==> src/hdl/ufs_pkg.sv <==
`timescale 1ns / 1ps
// ----------------------------------------------------------------------------
// ufs_pkg
// Shared types and constants of the URL field splitter: phase codes, byte
// roles, character codes, the byte class and the result item.
// ----------------------------------------------------------------------------
package ufs_pkg;

  localparam int PHASE_W = 3;

  localparam logic [PHASE_W-1:0] PH_SCHEME = 3'd0;
  localparam logic [PHASE_W-1:0] PH_COLON  = 3'd1;
  localparam logic [PHASE_W-1:0] PH_SLASH  = 3'd2;
  localparam logic [PHASE_W-1:0] PH_HOST   = 3'd3;
  localparam logic [PHASE_W-1:0] PH_PORT   = 3'd4;
  localparam logic [PHASE_W-1:0] PH_PATH   = 3'd5;
  localparam logic [PHASE_W-1:0] PH_REJECT = 3'd6;

  localparam int ROLE_W = 3;

  localparam logic [ROLE_W-1:0] ROLE_SCHEME = 3'd0;
  localparam logic [ROLE_W-1:0] ROLE_SEP    = 3'd1;
  localparam logic [ROLE_W-1:0] ROLE_HOST   = 3'd2;
  localparam logic [ROLE_W-1:0] ROLE_PORT   = 3'd3;
  localparam logic [ROLE_W-1:0] ROLE_PATH   = 3'd4;
  localparam logic [ROLE_W-1:0] ROLE_REJECT = 3'd5;

  localparam logic [7:0] CH_COLON = 8'h3a;
  localparam logic [7:0] CH_SLASH = 8'h2f;
  localparam logic [7:0] CH_DOT   = 8'h2e;
  localparam logic [7:0] CH_ZERO  = 8'h30;

  // fixed widths of the result fields
  localparam int PORT_NUM_W   = 17;
  localparam int SCHEME_LEN_W = 3;
  localparam int HOST_LEN_W   = 7;
  localparam int PATH_LEN_W   = 8;

  typedef struct packed {
    logic       is_lower;
    logic       is_digit;
    logic       is_host;
    logic       is_colon;
    logic       is_slash;
    logic       is_nul;
    logic [3:0] digit_val;
  } char_class_t;

  typedef struct packed {
    logic [ROLE_W-1:0]       byte_role;
    logic                    done_res;
    logic                    status;
    logic                    port_present;
    logic [PORT_NUM_W-1:0]   port_number;
    logic [SCHEME_LEN_W-1:0] scheme_length;
    logic [HOST_LEN_W-1:0]   host_length;
    logic [PATH_LEN_W-1:0]   path_length;
  } result_t;

endpackage

==> src/hdl/ufs_in_if.sv <==
`timescale 1ns / 1ps
// ----------------------------------------------------------------------------
// ufs_in_if
// Byte channel into the URL field splitter: valid/ready plus one URL byte.
// ----------------------------------------------------------------------------
interface ufs_in_if;
  logic       valid;
  logic       ready;
  logic [7:0] url_byte;
  logic       last_byte;

  modport source (output valid, output url_byte, output last_byte, input ready);
  modport sink   (input valid, input url_byte, input last_byte, output ready);
endinterface

==> src/hdl/ufs_out_if.sv <==
`timescale 1ns / 1ps
// ----------------------------------------------------------------------------
// ufs_out_if
// Result channel of the URL field splitter: valid/ready plus the byte role
// and, on the final byte, the match report.
// ----------------------------------------------------------------------------
interface ufs_out_if;
  logic                               valid;
  logic                               ready;
  logic [ufs_pkg::ROLE_W-1:0]         byte_role;
  logic                               done_res;
  logic                               status;
  logic                               port_present;
  logic [ufs_pkg::PORT_NUM_W-1:0]     port_number;
  logic [ufs_pkg::SCHEME_LEN_W-1:0]   scheme_length;
  logic [ufs_pkg::HOST_LEN_W-1:0]     host_length;
  logic [ufs_pkg::PATH_LEN_W-1:0]     path_length;

  modport source (output valid, output byte_role, output done_res, output status,
                  output port_present, output port_number, output scheme_length,
                  output host_length, output path_length, input ready);
  modport sink   (input valid, input byte_role, input done_res, input status,
                  input port_present, input port_number, input scheme_length,
                  input host_length, input path_length, output ready);
endinterface

==> src/hdl/url_field_splitter.sv <==
`timescale 1ns / 1ps
// ----------------------------------------------------------------------------
// url_field_splitter
// Byte-serial checker for scheme://host[:port]/path with field lengths and
// decimal port value reported on the final byte.
// ----------------------------------------------------------------------------
// Takes one URL byte per cycle while the output is not stalled and returns
// one result item per byte, passing the input register and then the result
// register. The rate is one item per clock when not stalled, set by the
// update of the phase machine and its counters between those registers. The
// item flagged last_byte carries match status, port presence and value and
// the scheme, host and path lengths; all parsing state then returns to its
// reset value for the next URL. in_ch.ready stays high while the output
// register is free or being emptied.
module url_field_splitter #(
  parameter int SCHEME_MAX    = 7,
  parameter int HOST_MAX      = 127,
  parameter int PORT_DIGITS   = 5,
  parameter int PATH_TAIL_MAX = 254
) (
  input  logic        clk,
  input  logic        rst_n,
  ufs_in_if.sink      in_ch,
  ufs_out_if.source   out_ch
);

  logic                 in_valid_r;
  logic [7:0]           in_byte_r;
  logic                 in_last_r;
  logic                 out_valid_r;
  logic                 advance;
  logic                 in_take;
  logic                 step;
  ufs_pkg::char_class_t cls;
  ufs_pkg::result_t     res_r;

  assign advance     = !out_valid_r || out_ch.ready;
  assign in_ch.ready = !in_valid_r || advance;
  assign in_take     = in_ch.valid && in_ch.ready;
  assign step        = in_valid_r && advance;

  always_ff @(posedge clk) begin
    if (!rst_n) begin
      in_valid_r  <= 1'b0;
      out_valid_r <= 1'b0;
    end else begin
      if (in_take) begin
        in_valid_r <= 1'b1;
      end else if (advance) begin
        in_valid_r <= 1'b0;
      end
      if (advance) begin
        out_valid_r <= in_valid_r;
      end
    end
  end

  always_ff @(posedge clk) begin
    if (in_take) begin
      in_byte_r <= in_ch.url_byte;
      in_last_r <= in_ch.last_byte;
    end
  end

  ufs_char_class u_char_class (
    .url_byte (in_byte_r),
    .cls      (cls)
  );

  ufs_parse_core #(
    .SCHEME_MAX    (SCHEME_MAX),
    .HOST_MAX      (HOST_MAX),
    .PORT_DIGITS   (PORT_DIGITS),
    .PATH_TAIL_MAX (PATH_TAIL_MAX)
  ) u_parse_core (
    .clk       (clk),
    .rst_n     (rst_n),
    .step      (step),
    .cls       (cls),
    .last_byte (in_last_r),
    .res_r     (res_r)
  );

  assign out_ch.valid         = out_valid_r;
  assign out_ch.byte_role     = res_r.byte_role;
  assign out_ch.done_res      = res_r.done_res;
  assign out_ch.status        = res_r.status;
  assign out_ch.port_present  = res_r.port_present;
  assign out_ch.port_number   = res_r.port_number;
  assign out_ch.scheme_length = res_r.scheme_length;
  assign out_ch.host_length   = res_r.host_length;
  assign out_ch.path_length   = res_r.path_length;

endmodule

==> src/hdl/ufs_char_class.sv <==
`timescale 1ns / 1ps
// ----------------------------------------------------------------------------
// ufs_char_class
// Classifies one URL byte: lower-case letter, digit, host character,
// colon, slash, zero byte, and the digit's value.
// ----------------------------------------------------------------------------
module ufs_char_class (
  input  logic [7:0]           url_byte,
  output ufs_pkg::char_class_t cls
);

  logic [7:0] digit_off;

  assign digit_off = url_byte - ufs_pkg::CH_ZERO;

  always_comb begin
    cls.is_lower  = url_byte inside {[8'h61:8'h7a]};
    cls.is_digit  = url_byte inside {[8'h30:8'h39]};
    cls.is_host   = cls.is_lower || cls.is_digit ||
                    (url_byte inside {[8'h41:8'h5a]}) ||
                    (url_byte == ufs_pkg::CH_DOT);
    cls.is_colon  = (url_byte == ufs_pkg::CH_COLON);
    cls.is_slash  = (url_byte == ufs_pkg::CH_SLASH);
    cls.is_nul    = (url_byte == 8'h00);
    cls.digit_val = digit_off[3:0];
  end

endmodule

==> src/hdl/ufs_parse_core.sv <==
`timescale 1ns / 1ps
// ----------------------------------------------------------------------------
// ufs_parse_core
// Phase machine and field counters. On each step it classifies the byte's
// role, updates the counters and registers the result item.
// ----------------------------------------------------------------------------
module ufs_parse_core #(
  parameter int SCHEME_MAX    = 7,
  parameter int HOST_MAX      = 127,
  parameter int PORT_DIGITS   = 5,
  parameter int PATH_TAIL_MAX = 254
) (
  input  logic                 clk,
  input  logic                 rst_n,
  input  logic                 step,
  input  ufs_pkg::char_class_t cls,
  input  logic                 last_byte,
  output ufs_pkg::result_t     res_r
);

  localparam int SCH_W  = $clog2(SCHEME_MAX + 1);
  localparam int HOST_W = $clog2(HOST_MAX + 1);
  localparam int PDIG_W = $clog2(PORT_DIGITS + 1);
  localparam int PATH_W = $clog2(PATH_TAIL_MAX + 2);
  localparam int ACC_W  = ufs_pkg::PORT_NUM_W;

  logic [ufs_pkg::PHASE_W-1:0] phase_r, phase_nxt;
  logic [SCH_W-1:0]            scheme_cnt_r, scheme_cnt_nxt;
  logic [HOST_W-1:0]           host_cnt_r, host_cnt_nxt;
  logic [PDIG_W-1:0]           pdig_cnt_r, pdig_cnt_nxt;
  logic [PATH_W-1:0]           path_cnt_r, path_cnt_nxt;
  logic [ACC_W-1:0]            port_acc_r, port_acc_nxt;
  logic [ACC_W-1:0]            acc_times10;
  logic [ufs_pkg::ROLE_W-1:0]  role;
  logic                        ok;
  ufs_pkg::result_t            res_nxt;

  // acc * 10 as two shifts
  assign acc_times10 = {port_acc_r[ACC_W-4:0], 3'b000} + {port_acc_r[ACC_W-2:0], 1'b0};

  always_comb begin
    phase_nxt      = phase_r;
    scheme_cnt_nxt = scheme_cnt_r;
    host_cnt_nxt   = host_cnt_r;
    pdig_cnt_nxt   = pdig_cnt_r;
    path_cnt_nxt   = path_cnt_r;
    port_acc_nxt   = port_acc_r;
    role           = ufs_pkg::ROLE_REJECT;
    ok             = 1'b0;

    case (phase_r)
      ufs_pkg::PH_SCHEME: begin
        if (cls.is_lower && scheme_cnt_r < SCH_W'(SCHEME_MAX)) begin
          scheme_cnt_nxt = scheme_cnt_r + SCH_W'(1);
          role = ufs_pkg::ROLE_SCHEME;
          ok   = 1'b1;
        end else if (cls.is_colon && scheme_cnt_r != '0) begin
          phase_nxt = ufs_pkg::PH_COLON;
          role = ufs_pkg::ROLE_SEP;
          ok   = 1'b1;
        end
      end
      ufs_pkg::PH_COLON: begin
        if (cls.is_slash) begin
          phase_nxt = ufs_pkg::PH_SLASH;
          role = ufs_pkg::ROLE_SEP;
          ok   = 1'b1;
        end
      end
      ufs_pkg::PH_SLASH: begin
        if (cls.is_slash) begin
          phase_nxt = ufs_pkg::PH_HOST;
          role = ufs_pkg::ROLE_SEP;
          ok   = 1'b1;
        end
      end
      ufs_pkg::PH_HOST: begin
        if (cls.is_host) begin
          if (host_cnt_r < HOST_W'(HOST_MAX)) begin
            host_cnt_nxt = host_cnt_r + HOST_W'(1);
            role = ufs_pkg::ROLE_HOST;
            ok   = 1'b1;
          end
        end else if (host_cnt_r != '0) begin
          if (cls.is_colon) begin
            phase_nxt = ufs_pkg::PH_PORT;
            role = ufs_pkg::ROLE_SEP;
            ok   = 1'b1;
          end else if (cls.is_slash) begin
            phase_nxt    = ufs_pkg::PH_PATH;
            path_cnt_nxt = PATH_W'(1);
            role = ufs_pkg::ROLE_PATH;
            ok   = 1'b1;
          end
        end
      end
      ufs_pkg::PH_PORT: begin
        if (cls.is_digit && pdig_cnt_r < PDIG_W'(PORT_DIGITS)) begin
          pdig_cnt_nxt = pdig_cnt_r + PDIG_W'(1);
          port_acc_nxt = acc_times10 + ACC_W'(cls.digit_val);
          role = ufs_pkg::ROLE_PORT;
          ok   = 1'b1;
        end else if (cls.is_slash) begin
          phase_nxt    = ufs_pkg::PH_PATH;
          path_cnt_nxt = PATH_W'(1);
          role = ufs_pkg::ROLE_PATH;
          ok   = 1'b1;
        end
      end
      ufs_pkg::PH_PATH: begin
        if (!cls.is_nul && path_cnt_r < PATH_W'(PATH_TAIL_MAX + 1)) begin
          path_cnt_nxt = path_cnt_r + PATH_W'(1);
          role = ufs_pkg::ROLE_PATH;
          ok   = 1'b1;
        end
      end
      default: begin
        ok = 1'b0;
      end
    endcase

    if (!ok) begin
      phase_nxt = ufs_pkg::PH_REJECT;
    end

    res_nxt           = '0;
    res_nxt.byte_role = role;
    if (last_byte) begin
      res_nxt.done_res = 1'b1;
      if (phase_nxt == ufs_pkg::PH_PATH) begin
        res_nxt.port_present  = (pdig_cnt_nxt != '0);
        res_nxt.port_number   = port_acc_nxt;
        res_nxt.scheme_length = ufs_pkg::SCHEME_LEN_W'(scheme_cnt_nxt);
        res_nxt.host_length   = ufs_pkg::HOST_LEN_W'(host_cnt_nxt);
        res_nxt.path_length   = ufs_pkg::PATH_LEN_W'(path_cnt_nxt);
      end else begin
        res_nxt.status = 1'b1;
      end
      // URL closed: back to the start
      phase_nxt      = ufs_pkg::PH_SCHEME;
      scheme_cnt_nxt = '0;
      host_cnt_nxt   = '0;
      pdig_cnt_nxt   = '0;
      path_cnt_nxt   = '0;
      port_acc_nxt   = '0;
    end
  end

  always_ff @(posedge clk) begin
    if (!rst_n) begin
      phase_r      <= ufs_pkg::PH_SCHEME;
      scheme_cnt_r <= '0;
      host_cnt_r   <= '0;
      pdig_cnt_r   <= '0;
      path_cnt_r   <= '0;
      port_acc_r   <= '0;
    end else if (step) begin
      phase_r      <= phase_nxt;
      scheme_cnt_r <= scheme_cnt_nxt;
      host_cnt_r   <= host_cnt_nxt;
      pdig_cnt_r   <= pdig_cnt_nxt;
      path_cnt_r   <= path_cnt_nxt;
      port_acc_r   <= port_acc_nxt;
    end
  end

  always_ff @(posedge clk) begin
    if (step) begin
      res_r <= res_nxt;
    end
  end

endmodule
==> src/flat_wrapper.sv <==
// flat-port wrapper written by rule: the top's interface ports become plain ports
module url_field_splitter_flat 
#(
  parameter int SCHEME_MAX    = 7,
  parameter int HOST_MAX      = 127,
  parameter int PORT_DIGITS   = 5,
  parameter int PATH_TAIL_MAX = 254
)
  (clk, rst_n, in_ch_valid, in_ch_url_byte, in_ch_last_byte, in_ch_ready, out_ch_valid, out_ch_byte_role, out_ch_done_res, out_ch_status, out_ch_port_present, out_ch_port_number, out_ch_scheme_length, out_ch_host_length, out_ch_path_length, out_ch_ready);
  ufs_in_if in_ch_i ();
  ufs_out_if out_ch_i ();
  input  logic clk;
  input  logic rst_n;
  input wire logic [$bits(in_ch_i.valid)-1:0] in_ch_valid;
  input wire logic [$bits(in_ch_i.url_byte)-1:0] in_ch_url_byte;
  input wire logic [$bits(in_ch_i.last_byte)-1:0] in_ch_last_byte;
  output wire logic [$bits(in_ch_i.ready)-1:0] in_ch_ready;
  output wire logic [$bits(out_ch_i.valid)-1:0] out_ch_valid;
  output wire logic [$bits(out_ch_i.byte_role)-1:0] out_ch_byte_role;
  output wire logic [$bits(out_ch_i.done_res)-1:0] out_ch_done_res;
  output wire logic [$bits(out_ch_i.status)-1:0] out_ch_status;
  output wire logic [$bits(out_ch_i.port_present)-1:0] out_ch_port_present;
  output wire logic [$bits(out_ch_i.port_number)-1:0] out_ch_port_number;
  output wire logic [$bits(out_ch_i.scheme_length)-1:0] out_ch_scheme_length;
  output wire logic [$bits(out_ch_i.host_length)-1:0] out_ch_host_length;
  output wire logic [$bits(out_ch_i.path_length)-1:0] out_ch_path_length;
  input wire logic [$bits(out_ch_i.ready)-1:0] out_ch_ready;
  assign in_ch_i.valid = in_ch_valid;
  assign in_ch_i.url_byte = in_ch_url_byte;
  assign in_ch_i.last_byte = in_ch_last_byte;
  assign in_ch_ready = in_ch_i.ready;
  assign out_ch_valid = out_ch_i.valid;
  assign out_ch_byte_role = out_ch_i.byte_role;
  assign out_ch_done_res = out_ch_i.done_res;
  assign out_ch_status = out_ch_i.status;
  assign out_ch_port_present = out_ch_i.port_present;
  assign out_ch_port_number = out_ch_i.port_number;
  assign out_ch_scheme_length = out_ch_i.scheme_length;
  assign out_ch_host_length = out_ch_i.host_length;
  assign out_ch_path_length = out_ch_i.path_length;
  assign out_ch_i.ready = out_ch_ready;
  url_field_splitter #(.SCHEME_MAX(SCHEME_MAX), .HOST_MAX(HOST_MAX), .PORT_DIGITS(PORT_DIGITS), .PATH_TAIL_MAX(PATH_TAIL_MAX)) u_core (.clk(clk), .rst_n(rst_n), .in_ch(in_ch_i), .out_ch(out_ch_i));
endmodule
==> config.mk <==
export PLATFORM = sky130hd
export DESIGN_NAME = url_field_splitter_flat
export DESIGN_NICKNAME = d
export VERILOG_FILES = /design/src/hdl/ufs_pkg.sv /design/src/hdl/ufs_in_if.sv /design/src/hdl/ufs_out_if.sv /design/src/hdl/url_field_splitter.sv /design/src/hdl/ufs_char_class.sv /design/src/hdl/ufs_parse_core.sv /design/src/flat_wrapper.sv
export SDC_FILE = /design/constraint.sdc
export NUM_CORES = 1
export LEC_CHECK = 0
export BUFFER_PORTS_ARGS = -buffer_cell sky130_fd_sc_hd__buf_2
export CAP_MARGIN = 40
export CORE_MARGIN = 8
export CORE_UTILIZATION = 54
export DETAILED_ROUTE_END_ITERATION = 6
export GPL_TIMING_DRIVEN = 0
export PLACE_DENSITY = 0.75
export SETUP_SLACK_MARGIN = 0.5
export SLEW_MARGIN = 20
export SYNTH_ARGS = -nofsm -noshare
export SYNTH_HDL_FRONTEND = slang
export SYNTH_SLANG_ARGS = --single-unit
export TNS_END_PERCENT = 100
==> constraint.sdc <==
create_clock -name clk -period 3.43 [get_ports clk]
set_clock_uncertainty 0.15 [all_clocks]
set_input_delay 0.686 -clock clk [delete_from_list [all_inputs] [get_ports clk]]
set_output_delay 0.686 -clock clk [all_outputs]
set_load 0.03 [all_outputs]
==> metrics.csv <==
metric,value,unit
status,"complete, no violations",
Synth Register Bits,93,
Die Y,116,um
"Reg clk slew, reported paths",0.09,ns
Crit path largest cell delay,0.55,ns
"Clk Latency, worst-skew pair",0.38,ns
CTS tree,yes,
Worst R2R Setup Slack,0.48,ns
r2r worst-path depth,9,
Hold WS,0.324,ns
Reg power frac,56.9,%
Routed WL per cell,17.2,um
DP Worst Slack,-0.167,ns
Worst Hold Path EP,u_core.in_last_r,
share of the synthesized area in the top cell type,27.9,%
DPL Wire Length,9.62,mm
crit path capture type,register,
CP Class,reg -> reg,
Post-Syn Area,5370,um^2
"Slowest-stage cell, CP",fa_1,
die area,13400,um^2
Synth cell types,75,
Worst slew margin,47.2,%
Worst setup startpoint,u_core.in_byte_r[3],
CP cell instances,"fa_1, inv_1, fa_2, nor2b_2, o31a_1, o21ai_4, a221o_1, nand3b_1, a31oi_1",
setup slack after layout,0.479,ns
Area after DPL,5820,um^2
"delay-heaviest family, CP",adder cells,
"count leader, synth",nor2_1,
Die Span X,116,um
Congestion Overflow GR,0,
sw frac,25.0,%
# diodes,0,
Vias/cell,5.96,
maxcap violations,0,
Slew @ Worst Pin,0.789,ns
GPL Wtd Cong,0.938,
combinational fraction of design power,8.3,%
"Slew Viols, Final",0,
Max Buffers Root-to-Sink,2,
unrepaired setup endpoints after global routing,true,
"EDFF count, synth",50,
Setup Viol. Count Final,0,
Port-buffer cells,55,
Residual DRC,0,
"Top FF cell, synth",edfxtp_1,
Final Critical Period,2.95,ns
critical path startpoint category,register,
maximum fanout along the worst path,3,
total CTS buffers,9,
Crit path arrival time,3.02,ns
Pleak,2.26,nW
worst min path class,in -> reg,
Total Power,2.13,mW
Hold Crit Start,in_ch_last_byte,
first-pass GRT wire length,21.2,mm
layout cells sized above 1,20.2,%
"top cells by area, synth","edfxtp_1, dfxtp_1, ha_1",
Tot GR Track Use,20.2,%
worst r2r src,u_core.in_byte_r[3],
internal power,1.60,mW
largest net degree at the start of global routing,50,
Initial DRT Pass Iterations,5,
final core occ,63.7,%
Syn Nets,616,
Ports,56,
drt first-iter violations,319,
Peak Freq,339,MHz
PwrDens,345,nW/um^2
vias in the first global route,4348,
period utilization,86.0,%
Post-synth top cells,"nor2_1, nand2_1, edfxtp_1, a21oi_1, dfxtp_1",
Crit path depth,9,
Switch Pwr,0.533,mW
Async SR Flop Fraction,0,%
VDD IR max,0.196,mV
Syn Inst Count,567,
Final Hold Viols,0,
Core ar.,9730,um^2
drt total wl,13.4,mm
cell taking the most area after synthesis,edfxtp_1,
total number of vias,4646,
FP Rows,36,
r2r endpoint,u_core.u_parse_core.res_r[34],
Area Overhead vs Synth,15.3,%
Hold Path Depth,1,
critical path data required time,3.50,ns
root buffer cell,clkbuf_8,
Clk pwr share,34.8,%
Hold Buf Count CTS,0,
initial core utilization,55.2,%
design area,6190,um^2
Num Clock Sinks,93,
initial antenna violation count,0,
nets@finish,691,
Synth Area per Inst,9.48,um^2
Post-DRT Antenna Nets,0,
Buf/Inv on CP,1,
H-tree depth,3,
sequential-to-total area share from yosys stat,44.0,%
yosys warns,0,
## power groups by stage
stage	clock network [mW]	registers [mW]	logic, mW
after detailed placement	0	1.24	0.171
after global routing	0.788	1.22	0.191
after CTS	0.747	1.21	0.173
after global placement	0	1.24	0.169
after floorplan	0	1.28	0.0734
final	0.742	1.21	0.177
## stage by stage
step | instances | setup TNS, ns
final | 780 | 0
after global routing | 780 | 0
after CTS | 775 | 0
after detailed placement | 755 | -1.58
after global placement | 755 | -1.24
after floorplan | 567 | 0
## cells in the final DEF (no fill, tap or decap), drive strengths merged, types with 3 or more instances in the layout
master / instances
buf: 73
nor2: 61
nand2: 60
edfxtp: 50
a21oi: 46
dfxtp: 43
o21ai: 38
ha: 34
clkbuf: 29
nand3: 21
xnor2: 19
inv: 15
nor3: 12
a22oi: 11
and3: 10
nor2b: 8
a211oi: 8
and2: 7
nand4: 6
nand3b: 6
o21a: 6
or3: 6
a31oi: 5
nor4: 5
o2bb2ai: 4
a32o: 4
or4: 4
nand2b: 3
o211ai: 3
xor2: 3
mux2i: 3
o311ai: 3
nor3b: 3
## registers in the layout, indices dropped and copies added (netlist names)
signal,cells
u_core.u_parse_core.res_r,41
u_core.u_parse_core.port_acc_r,17
u_core.in_byte_r,8
u_core.u_parse_core.path_cnt_r,8
u_core.u_parse_core.host_cnt_r,7
u_core.u_parse_core.pdig_cnt_r,3
u_core.u_parse_core.phase_r,3
u_core.u_parse_core.scheme_cnt_r,3
u_core.in_last_r,1
u_core.in_valid_r,1
u_core.out_ch.valid,1
## area by class of cell
class                           count  area (um^2)
Sequential cell                    93         2360
Timing Repair Buffer               64          347
Inverter                           14         57.6
Clock buffer                       14          184
Clock inverter                      2         12.5
Tap cell                          133          166
Fill cell                         845         3540
Multi-Input combinational cell    435         2900
Buffer                             25          166
## repair_timing
item | CTS | global route
buffers inserted | 4 | 5
resized for setup | 4 | 23
pin swaps | 4 | 15
endpoints found under the setup margin | 31 | 36
hold endpoints to repair | 0 | 0
## logic make-up (layout without fill, tap and decap cells)
logic type / count (synthesis) / count (layout) / synth area share (%)
muxes: 4 / 4 / 0.769
buffers and inverters: 39 / 119 / 4.05
and+or+nand+nor: 221 / 221 / 20.9
xor gates and xnor gates: 22 / 22 / 3.59
adders and majority gates: 36 / 36 / 8.66
AOI/OAI and AO/OA: 152 / 152 / 18.1
DFF: 93 / 93 / 44.0
## worst max path at each step
stage / endpoint / slack, ns
finish: u_core.u_parse_core.res_r[34] / 0.48
global route: u_core.u_parse_core.res_r[34] / 0.39
floorplan: u_core.u_parse_core.res_r[34] / 0.54
CTS: u_core.u_parse_core.res_r[34] / 0.43
global placement: u_core.u_parse_core.port_acc_r[5] / -0.14
detailed placement: u_core.u_parse_core.port_acc_r[5] / -0.17
## layer usage
| metal | vias up | part of all wire [%] | global-route usage (%) | routed length, um |
|---|---|---|---|---|
| met4 | 0 | 2.0 | 7.52 | 267 |
| met3 | 27 | 6.8 | 3.54 | 914 |
| met1 | 2183 | 46 | 26.8 | 6160 |
| met2 | 175 | 45 | 32.3 | 6070 |
| li1 | 2261 | - | - | - |
| met5 | - | 0 | 0 | 0 |
(Power assumes the default switching activity.)
